--- src/hdl/c8ic_ram.sv ---
// c8ic_ram: generic single write port, single read port ram with registered read
// no dependencies
module c8ic_ram #(
    parameter int WIDTH = 8,
    parameter int DEPTH = 16
) (
    input  logic                     i_clk,
    input  logic                     i_we,
    input  logic [$clog2(DEPTH)-1:0] i_waddr,
    input  logic [WIDTH-1:0]         i_wdata,
    input  logic [$clog2(DEPTH)-1:0] i_raddr,
    output logic [WIDTH-1:0]         o_rdata
);
    logic [WIDTH-1:0] r_mem [DEPTH];
    logic [WIDTH-1:0] r_rdata;

    always_ff @(posedge i_clk) begin
        if (i_we) begin
            r_mem[i_waddr] <= i_wdata;
        end
        r_rdata <= r_mem[i_raddr];
    end

    assign o_rdata = r_rdata;
endmodule

--- config.mk ---
export PLATFORM = sky130hd
export DESIGN_NAME = c8ic_ram
export DESIGN_NICKNAME = d
export VERILOG_FILES = /design/src/hdl/c8ic_ram.sv
export SDC_FILE = /design/constraint.sdc
export NUM_CORES = 1
export LEC_CHECK = 0
export BUFFER_PORTS_ARGS = -buffer_cell sky130_fd_sc_hd__buf_4
export CAP_MARGIN = 20
export CORE_AREA = 5 5 128 130
export DETAILED_ROUTE_END_ITERATION = 8
export DIE_AREA = 0 0 133 135
export HOLD_SLACK_MARGIN = 0.02
export PLACE_DENSITY_LB_ADDON = 0.15
export SLEW_MARGIN = 15
export SYNTH_ARGS = -nofsm -noshare
export SYNTH_HDL_FRONTEND = slang
export SYNTH_SLANG_ARGS = --single-unit
--- constraint.sdc ---
create_clock -name i_clk -period 1.76 [get_ports i_clk]
set_input_delay 0.352 -clock i_clk [delete_from_list [all_inputs] [get_ports i_clk]]
set_output_delay 0.352 -clock i_clk [all_outputs]
set_load 0.01 [all_outputs]
# Yosys cells after proc, flatten, opt, wreduce, memory -nomap -nowiden
# Memories as Yosys holds them, arrays and structs flattened. A register that Yosys moved wholly into a read port is not among the register bits.
# Cells that the tools add are included.
# classes
n_mux	2
# op_table
operator	n
$mux 1	2
# totals
elab_cells	3
register_bits	0
memories	1
mem_bits_rw	128
output_inout_bits	8
# mem_list
name	depth	width	read_ports	rd_ports_with_merged_regs	write_ports	line_no	text
r_mem	16	8	1	1	1	14	logic [WIDTH-1:0] r_mem [DEPTH];

# Logic depth before layout (Yosys ltp)
# Gate-level depths: netlist (run 1).
# depth
depth_word	2
depth_mapped	5
depth_no_buf	3

# Least setup slack after synthesis (run 1)
# No wires, ideal clock.
# synth_timing
path_type	input port to flip-flop
from	input i_waddr[2]
to	memory r_mem[0][0], enable pin
path_buffers	0
required_time_ns	1.377
t_arrival_ns	1.462
slack_ns	-0.085
cell_stages	2
setup_time_ns	0.383
path_cell_list	or3b_2 -> nor3_1
# synth_lines
item	line_no	text
from (decl)	9	input logic [$clog2(DEPTH)-1:0] i_waddr,
to (decl)	14	
# Straight into the memory's write port.

==> summary.txt, run 1 <==
initial antenna violation count - 0
Final period util - 83.16%
ys async rst share - 0%
Synth Area in Compound Gates - 2.333%
final core occ - 42.80%
CTS H-tree depth - 4
n_diodes - 0
Tot GR Track Use - 13.57%
initial drt markers - 174
yosys warns - 0
worst-path fanout max - 1
post_cts resized - 0
Syn Nets - 247
CTS Hold Bufs - 0
Cell variety after synth - 19
PortBufs - 25
kind of end point of the critical path - register
final wirelength - 11280 um
Yosys reg bits - 136
status - finished clean
Syn Std Cell Area - 5147 sq um
XOR/XNOR share of the synthesized area - 0%
post-synthesis sequential area ratio - 77.78%
CP Data Arrival Time - 1.77 ns
WL/cell - 22.56 um
TritonCTS clock tree - done
Setup violations, final - 0
Rel. slew slack - 37.14%
mux share of post-synthesis cell area - 15.02%
Post-Synth Simple-Gate Area - 3.184%
largest cells by area after synthesis - edfxtp_1, mux4_2, mux4_1
Via density - 5.014
worst slew pin tran - 0.9394 ns
Yosys top cell by area - edfxtp_1
leak pwr - 0.002215 uW
post-synth top area share - 74.67%
Clock Path Buffers - 2
CTS sink cnt - 136
RSZ-0062 raised after global routing - no
Post-CTS Setup Bufs - 0
die area - 17960 sq um
Die Span X - 133 um
Clk Latency, worst-skew pair - 0.42 ns
top_reg_cell synth - edfxtp_1
Worst EP required - 2.07 ns
GRT overflow - 0
Startpoint Class - register
vias in the first global route - 2675
Routed Antenna Nets - 0
Post-Synth Adder-Cell Area - 0%
internal power component - 6186 uW
Hold Crit Class - in2reg
min Tclk post-route - 1.464 ns
Slew Viols, Final - 0
Post-DP HPWL - 7513 um
logic gate share of total power - 5.2%
area delta synth->final - 24.99%
VDD IR max - 0.0006890 V
row count - 45
proportion of layout cells with a drive suffix above 1 - 35.90%
max-cap viol count - 0
main combinational cell family by area after synthesis - multiplexers
number of synthesized flops with an enable pin - 128
Fin. Hold Viols - 0
Seq pwr share - 47.1%
CTS Buf Count - 17
switch share - 20.15%
Pwr Total - 7747 uW
DRC viols - 0
Post-synth top cells - edfxtp_1, mux4_2, a22oi_1
first-pass GRT wire length - 17190 um
Mean Syn Cell Area - 22.48 sq um
gp weighted congestion - 0.7010
iteration count of the initial detailed-routing pass - 4
CP Class - reg2reg
CTS Root Cell - clkbuf_16
DIE HEIGHT - 135 um
Syn Inst Count - 229
clock power share - 47.8%
Finished Layout Cells - 500
routed vias - 2507
Sw Pwr - 1561 uW
core box area - 15030 sq um
Fmax - 0.6832 GHz
pin count of the biggest net entering global routing - 23
initial core utilization - 34.24%
most common cell in the synthesized netlist - edfxtp_1
I/O Pins - 26
clock-pin slew on the worst setup and hold paths - 0.06 ns
placed cell count - 468
Fin Clk Skew - 0.009573 ns
pwr dens - 1204 nW/um^2
# nets final - 317
cell type report:
cell class | instances | area [sq um]
Fill cell | 1293 | 8600
Multi-Input combinational cell | 83 | 1062
Clock inverter | 15 | 198.9
Clock buffer | 17 | 425.4
Timing Repair Buffer | 61 | 508.0
Sequential cell | 136 | 4004
Tap cell | 188 | 235.2
final timing paths:
path / cells past startpoint / slack (ns) / endpoint / start
max reg2reg: 4 / 0.30 / o_rdata[6]$_DFF_P_ / r_mem[3][6]$_DFFE_PP_
min: 1 / 0.25 / r_mem[9][1]$_DFFE_PP_ / i_wdata[1]
max: 4 / 0.30 / o_rdata[6]$_DFF_P_ / r_mem[3][6]$_DFFE_PP_
min reg2reg: 3 / 0.67 / o_rdata[4]$_DFF_P_ / r_mem[12][4]$_DFFE_PP_
power by group through the flow:
stage / sequential [uW] / clock (uW) / combinational (uW)
2_1_floorplan: 3710 / 0 / 184
3_3_place_gp: 3710 / 0 / 407
3_5_place_dp: 3710 / 0 / 412
4_1_cts: 3650 / 3780 / 412
5_1_grt: 3650 / 3940 / 435
6_report: 3650 / 3700 / 402
critical path, stage by stage, from the launching register on:
cell and delay (ns):
edfxtp_1 0.36, mux4_2 0.48, a22oi_1 0.31, buf_4 0.17
nand2_1 0.05
per-stage QoR:
stage / hold slack, ns / setup slack [ns] / area (sq um) / setup TNS [ns]
2_1_floorplan: 0.4509 / 0.1419 / 5152 / 0
3_3_place_gp: 0.6559 / -0.1092 / 5809 / -0.1888
3_5_place_dp: 0.6617 / -0.1033 / 5809 / -0.2335
4_1_cts: 0.2325 / 0.2940 / 6434 / 0
5_1_grt: 0.2394 / 0.2583 / 6434 / 0
6_report: 0.2463 / 0.2964 / 6434 / 0
cell usage in the layout (no fill, tap or decap), types with 2 or more instances in the layout:
cell type,netlist,final
nand2b_1,2,2
nor3_1,4,3
dfxtp_1,8,8
a22oi_1,16,16
inv_6,0,4
mux4_2,18,18
mux4_1,14,14
buf_4,1,57
clkbuf_16,0,17
clkinvlp_4,0,4
clkinv_2,0,2
nand3b_1,2,2
buf_12,0,4
edfxtp_1,128,128
bufinv_16,0,4
nand2_1,9,9
nor2_1,13,13
flip-flops by register name, indices dropped and copies added, names as in the netlist:
| name | flops |
|---|---|
| r_mem | 128 |
| o_rdata | 8 |
metal layers:
layer  wire length [um]  GRT usage [%]
met5                  0              0
met4                150          5.543
met3                444          3.577
met2               5276          20.12
met1               5409          19.09
cell families after synthesis:
| logic type | Yosys count |
|---|---|
| flops | 136 |
| simple gates | 35 |
| mux | 32 |
| compound gates | 16 |
| buf+inv | 10 |
Power figures use the tool's default switching activity.
==> inputs of run 2 (changes only) <==
==> constraint.sdc (replaced) <==
create_clock -name i_clk -period 1.2 [get_ports i_clk]
set_input_delay 0.24 -clock i_clk [delete_from_list [all_inputs] [get_ports i_clk]]
set_output_delay 0.24 -clock i_clk [all_outputs]
set_load 0.01 [all_outputs]
==> summary.txt, run 2 (same netlist as run 1, synthesis figures left out) <==
Post-DP HPWL - 7468 um (was 7513 um)
Placement Cell Area - 5967 sq um (was 5809 sq um)
routed vias - 2482 (was 2507)
CTS H-tree depth - 4 (unchanged)
proportion of layout cells with a drive suffix above 1 - 47.62% (was 35.90%)
Worst EP required - 1.50 ns (was 2.07 ns)
CP Data Arrival Time - 1.59 ns (was 1.77 ns)
core box area - 15030 sq um (unchanged)
met2 wire length - 5544 um (was 5276 um)
Routed Antenna Nets - 0 (unchanged)
pin count of the biggest net entering global routing - 17 (was 23)
vias in the first global route - 2683 (was 2675)
Via density - 4.934 (was 5.014)
leak pwr - 0.002181 uW (was 0.002215 uW)
most frequent cells in the layout - edfxtp_1, buf_4, mux4_2 (unchanged)
GRT overflow - 0 (unchanged)
max reg flops - 128 (unchanged)
Final Cell Area - 6556 sq um (was 6434 sq um)
Setup violations, final - 7 (was 0)
Fin Clk Skew - 0.009166 ns (was 0.009573 ns)
VDD IR max - 0.001235 V (was 0.0006890 V)
gp weighted congestion - 0.6923 (was 0.7010)
met1 wire length - 4843 um (was 5409 um)
DP Worst Slack - -0.4733 ns (was -0.1033 ns)
iteration count of the initial detailed-routing pass - 4 (unchanged)
Fmax - 0.7756 GHz (was 0.6832 GHz)
pwr dens - 1654 nW/um^2 (was 1204 nW/um^2)
WL met3 - 430 um (was 444 um)
register with the most flip-flops - r_mem (unchanged)
WL/cell - 21.74 um (was 22.56 um)
worst-path fanout max - 1 (unchanged)
status - finished with violations (was finished clean)
DIE HEIGHT - 135 um (unchanged)
row count - 45 (unchanged)
Startpoint Class - register (unchanged)
initial antenna violation count - 1 (was 0)
initial core utilization - 34.24% (unchanged)
flop-to-flop setup slack - -0.09 ns (was 0.30 ns)
CTS Buf Count - 17 (unchanged)
DRC viols - 0 (unchanged)
kind of end point of the critical path - register (unchanged)
Clk Latency, worst-skew pair - 0.41 ns (was 0.42 ns)
RSZ-0062 raised after global routing - yes (was no)
worst slew pin tran - 0.8527 ns (was 0.9394 ns)
Rel. slew slack - 43.04% (was 37.14%)
n_diodes - 0 (unchanged)
most common cell after layout, fill and taps aside - edfxtp_1 (unchanged)
first-pass GRT wire length - 16620 um (was 17190 um)
TritonCTS clock tree - done (unchanged)
Die Span X - 133 um (unchanged)
PortBufs - 25 (unchanged)
final wirelength - 10940 um (was 11280 um)
clock-pin slew on the worst setup and hold paths - 0.07 ns (was 0.06 ns)
max-cap viol count - 0 (unchanged)
# nets final - 320 (was 317)
Hold Crit Class - in2reg (unchanged)
Final period util - 107.4% (was 83.16%)
Clock Path Buffers - 2 (unchanged)
min Tclk post-route - 1.289 ns (was 1.464 ns)
final worst slack - -0.08930 ns (was 0.2964 ns)
failing checks - negative setup slack
Fin. Hold Viols - 0 (unchanged)
I/O Pins - 26 (unchanged)
CP Class - reg2reg (unchanged)
Tot GR Track Use - 12.99% (was 13.57%)
die area - 17960 sq um (unchanged)
Top Metal Used - met5 (was met4)
area delta synth->final - 27.37% (was 24.99%)
Slew Viols, Final - 0 (unchanged)
initial drt markers - 171 (was 174)
CTS Root Cell - clkbuf_16 (unchanged)
CTS sink cnt - 136 (unchanged)
[run 2: worst paths after layout]
kind,from,end,cells after the start
max,r_mem[7][2]$_DFFE_PP_,o_rdata[2]$_DFF_P_,4
min,i_wdata[6],r_mem[6][6]$_DFFE_PP_,1
max reg2reg,r_mem[7][2]$_DFFE_PP_,o_rdata[2]$_DFF_P_,4
min reg2reg,r_mem[15][1]$_DFFE_PP_,o_rdata[1]$_DFF_P_,3
[run 2: per-stage QoR]
step                      hold slack (ns)  instances  total power (uW)  util, %  setup TNS [ns]
after global routing               0.1325        503             11210    43.61         -0.9252
final                              0.1369        503             10840    43.61         -0.4560
after CTS                          0.1281        503             10970    43.59         -0.5739
after detailed placement           0.5673        471              6101    39.69          -29.53
after global placement             0.5566        471              6094    39.69          -29.28
after floorplan                    0.3389        229              5753        -          -3.848
[run 2: worst max-delay path, stage by stage (launching register included)]
cell	delay (ns)
edfxtp_1	0.37
mux4_2	0.48
a22oi_1	0.16
buf_4	0.14
nand2_1	0.04
[run 2: layer usage]
layer  vias up  GRT usage, %
met3         8         4.024
li1       1108             -
met2        58         21.11
met5         -             0
met4         2         4.330
met1      1306         16.67
[run 2: what timing repair did]
item / CTS / global route
pin swaps: 2 / 0
endpoints found under the setup margin: 10 / 14
setup buffers: 0 / 0
hold buffers: 0 / 0
resized for setup: 8 / 2
[run 2: final cells by class]
| class | count | area, sq um |
|---|---|---|
| repair buffers | 64 | 655.6 |
| fillers | 1277 | 8477 |
| clock buffers | 17 | 425.4 |
| well taps | 188 | 235.2 |
| clock inverters | 15 | 136.4 |
| multi-input cells | 83 | 1096 |
| flip-flops and latches | 136 | 4008 |
[run 2: power by group]
part	internal (uW)	leakage, uW	switching [uW]
registers	5310	0.00122	38.9
logic	321	0.000688	322
clock network	2720	0.000268	2130
==> inputs of run 3 (changes only) <==
--- a/config.mk
+++ b/config.mk
@@ -12,6 +12,7 @@
 export DIE_AREA = 0 0 133 135
 export HOLD_SLACK_MARGIN = 0.02
 export PLACE_DENSITY_LB_ADDON = 0.15
+export SETUP_SLACK_MARGIN = 0.2
 export SLEW_MARGIN = 15
 export SYNTH_ARGS = -nofsm -noshare
 export SYNTH_HDL_FRONTEND = slang
==> summary.txt, run 3 (same netlist as run 1, synthesis figures left out) <==
Pwr Total - 11450 uW (was 10840 uW)
first-pass GRT wire length - 15750 um (was 16620 um)
CTS Buf Count - 17 (unchanged)
Fin. Hold Viols - 0 (unchanged)
DIE HEIGHT - 135 um (unchanged)
I/O Pins - 26 (unchanged)
CTS Root Cell - clkbuf_16 (unchanged)
Startpoint Class - register (unchanged)
Rel. slew slack - 36.31% (was 43.04%)
iteration count of the initial detailed-routing pass - 4 (unchanged)
Routed Antenna Nets - 0 (unchanged)
n_diodes - 0 (unchanged)
VDD IR max - 0.001029 V (was 0.001235 V)
Post-DP HPWL - 7071 um (was 7468 um)
worst slew pin tran - 0.9534 ns (was 0.8527 ns)
PortBufs - 25 (unchanged)
Hold Crit Class - in2reg (unchanged)
CP Data Arrival Time - 1.54 ns (was 1.59 ns)
CP Class - reg2reg (unchanged)
setup TNS - -0.1950 ns (was -0.4560 ns)
leak pwr - 0.002253 uW (was 0.002181 uW)
Worst EP required - 1.49 ns (was 1.50 ns)
register with the most flip-flops - r_mem (unchanged)
pin count of the biggest net entering global routing - 17 (unchanged)
worst-path fanout max - 1 (unchanged)
GRT overflow - 0 (unchanged)
Die Span X - 133 um (unchanged)
CP max-delay cell - mux4_2 (unchanged)
final wirelength - 10380 um (was 10940 um)
row count - 45 (unchanged)
initial drt markers - 137 (was 171)
initial core utilization - 34.24% (unchanged)
CTS sink cnt - 136 (unchanged)
final worst slack - -0.05076 ns (was -0.08930 ns)
proportion of layout cells with a drive suffix above 1 - 51.44% (was 47.62%)
Post-CTS Setup Bufs - 0 (unchanged)
status - finished with violations (unchanged)
Fmax - 0.7995 GHz (was 0.7756 GHz)
core box area - 15030 sq um (unchanged)
die area - 17960 sq um (unchanged)
Final period util - 104.2% (was 107.4%)
pwr dens - 1675 nW/um^2 (was 1654 nW/um^2)
Clk Latency, worst-skew pair - 0.41 ns (about the same)
TritonCTS clock tree - done (unchanged)
failing checks - negative setup slack (unchanged)
vias in the first global route - 2603 (was 2683)
most common cell after layout, fill and taps aside - edfxtp_1 (unchanged)
max-cap viol count - 0 (unchanged)
clock-pin slew on the worst setup and hold paths - 0.06 ns (was 0.07 ns)
min Tclk post-route - 1.251 ns (was 1.289 ns)
gp weighted congestion - 0.6814 (was 0.6923)
Setup violations, final - 6 (was 7)
Tot GR Track Use - 12.50% (was 12.99%)
kind of end point of the critical path - register (unchanged)
Worst path max stage delay - 0.47 ns (was 0.48 ns)
max reg flops - 128 (unchanged)
most frequent cells in the layout - edfxtp_1, mux4_2, buf_4 (was edfxtp_1, buf_4, mux4_2)
Clock Path Buffers - 2 (unchanged)
Via density - 4.762 (was 4.934)
Slew Viols, Final - 0 (unchanged)
initial antenna violation count - 0 (was 1)
routed vias - 2386 (was 2482)
area delta synth->final - 32.84% (was 27.37%)
CP cell instances - mux4_2 -> a22oi_2 -> nand2_1 (was mux4_2 -> a22oi_1 -> buf_4 -> nand2_1)
WL/cell - 20.71 um (was 21.74 um)
CTS H-tree depth - 4 (unchanged)
RSZ-0062 raised after global routing - yes (unchanged)
Fin Clk Skew - 0.004699 ns (was 0.009166 ns)
# nets final - 318 (was 320)
DRC viols - 0 (unchanged)
run 3: per-layer routing:
metal,global-route usage (%),part of all wire [%],vias up
met2,20.29,51,40
met5,0,0,-
met3,3.726,3.8,14
met1,15.20,43,1228
met4,6.409,1.8,0
li1,-,-,1104
run 3: timing repair:
item / CTS / global route
pin swaps: 5 / 2
endpoints found under the setup margin: 24 / 24
hold endpoints to repair: 0 / 0
hold buffers: 0 / 0
gates resized for setup: 22 / 10
run 3: path summary, 6_finish.rpt:
kind / depth (start not counted) / startpoint / endpoint / slack [ns]
worst min register to register: 3 / r_mem[7][3]$_DFFE_PP_ / o_rdata[3]$_DFF_P_ / 0.68
worst min-delay path: 1 / i_wdata[7] / r_mem[14][7]$_DFFE_PP_ / 0.14
worst max register to register: 3 / r_mem[2][4]$_DFFE_PP_ / o_rdata[4]$_DFF_P_ / -0.05
worst max-delay path: 3 / r_mem[2][4]$_DFFE_PP_ / o_rdata[4]$_DFF_P_ / -0.05
run 3: per-stage QoR:
step | cell area, sq um | hold slack [ns] | cells | worst slack [ns] | util, %
after global placement | 6111 | 0.5578 | 469 | -0.3945 | 40.65
final | 6838 | 0.1413 | 501 | -0.05076 | 45.48
after CTS | 6802 | 0.1167 | 501 | -0.07543 | 45.24
after detailed placement | 6111 | 0.5633 | 469 | -0.4160 | 40.65
after floorplan | 5268 | 0.3389 | 229 | -0.1430 | -
after global routing | 6838 | 0.1343 | 501 | -0.09214 | 45.48
run 3: worst max-delay path, delay by kind of cell, from the launching register on:
family	cells	cell delay, ns
compound gates	1	0.22
flops	1	0.36
simple gates	1	0.08
mux	1	0.47
run 3: power by group:
part           internal, uW  switching [uW]  total, uW  leakage (uW)
logic                   366             343        709      0.000734
registers              5320            40.0       5360       0.00122
clock network          3510            1870       5380      0.000294
run 3: layout make-up:
type / instances / area, sq um
clock buffer: 19 / 442.9
clock inverter: 13 / 177.7
fill: 1261 / 8195
multi-input combinational: 83 / 1195
sequential: 136 / 4014
tap: 188 / 235.2
timing repair buffer: 62 / 773.2
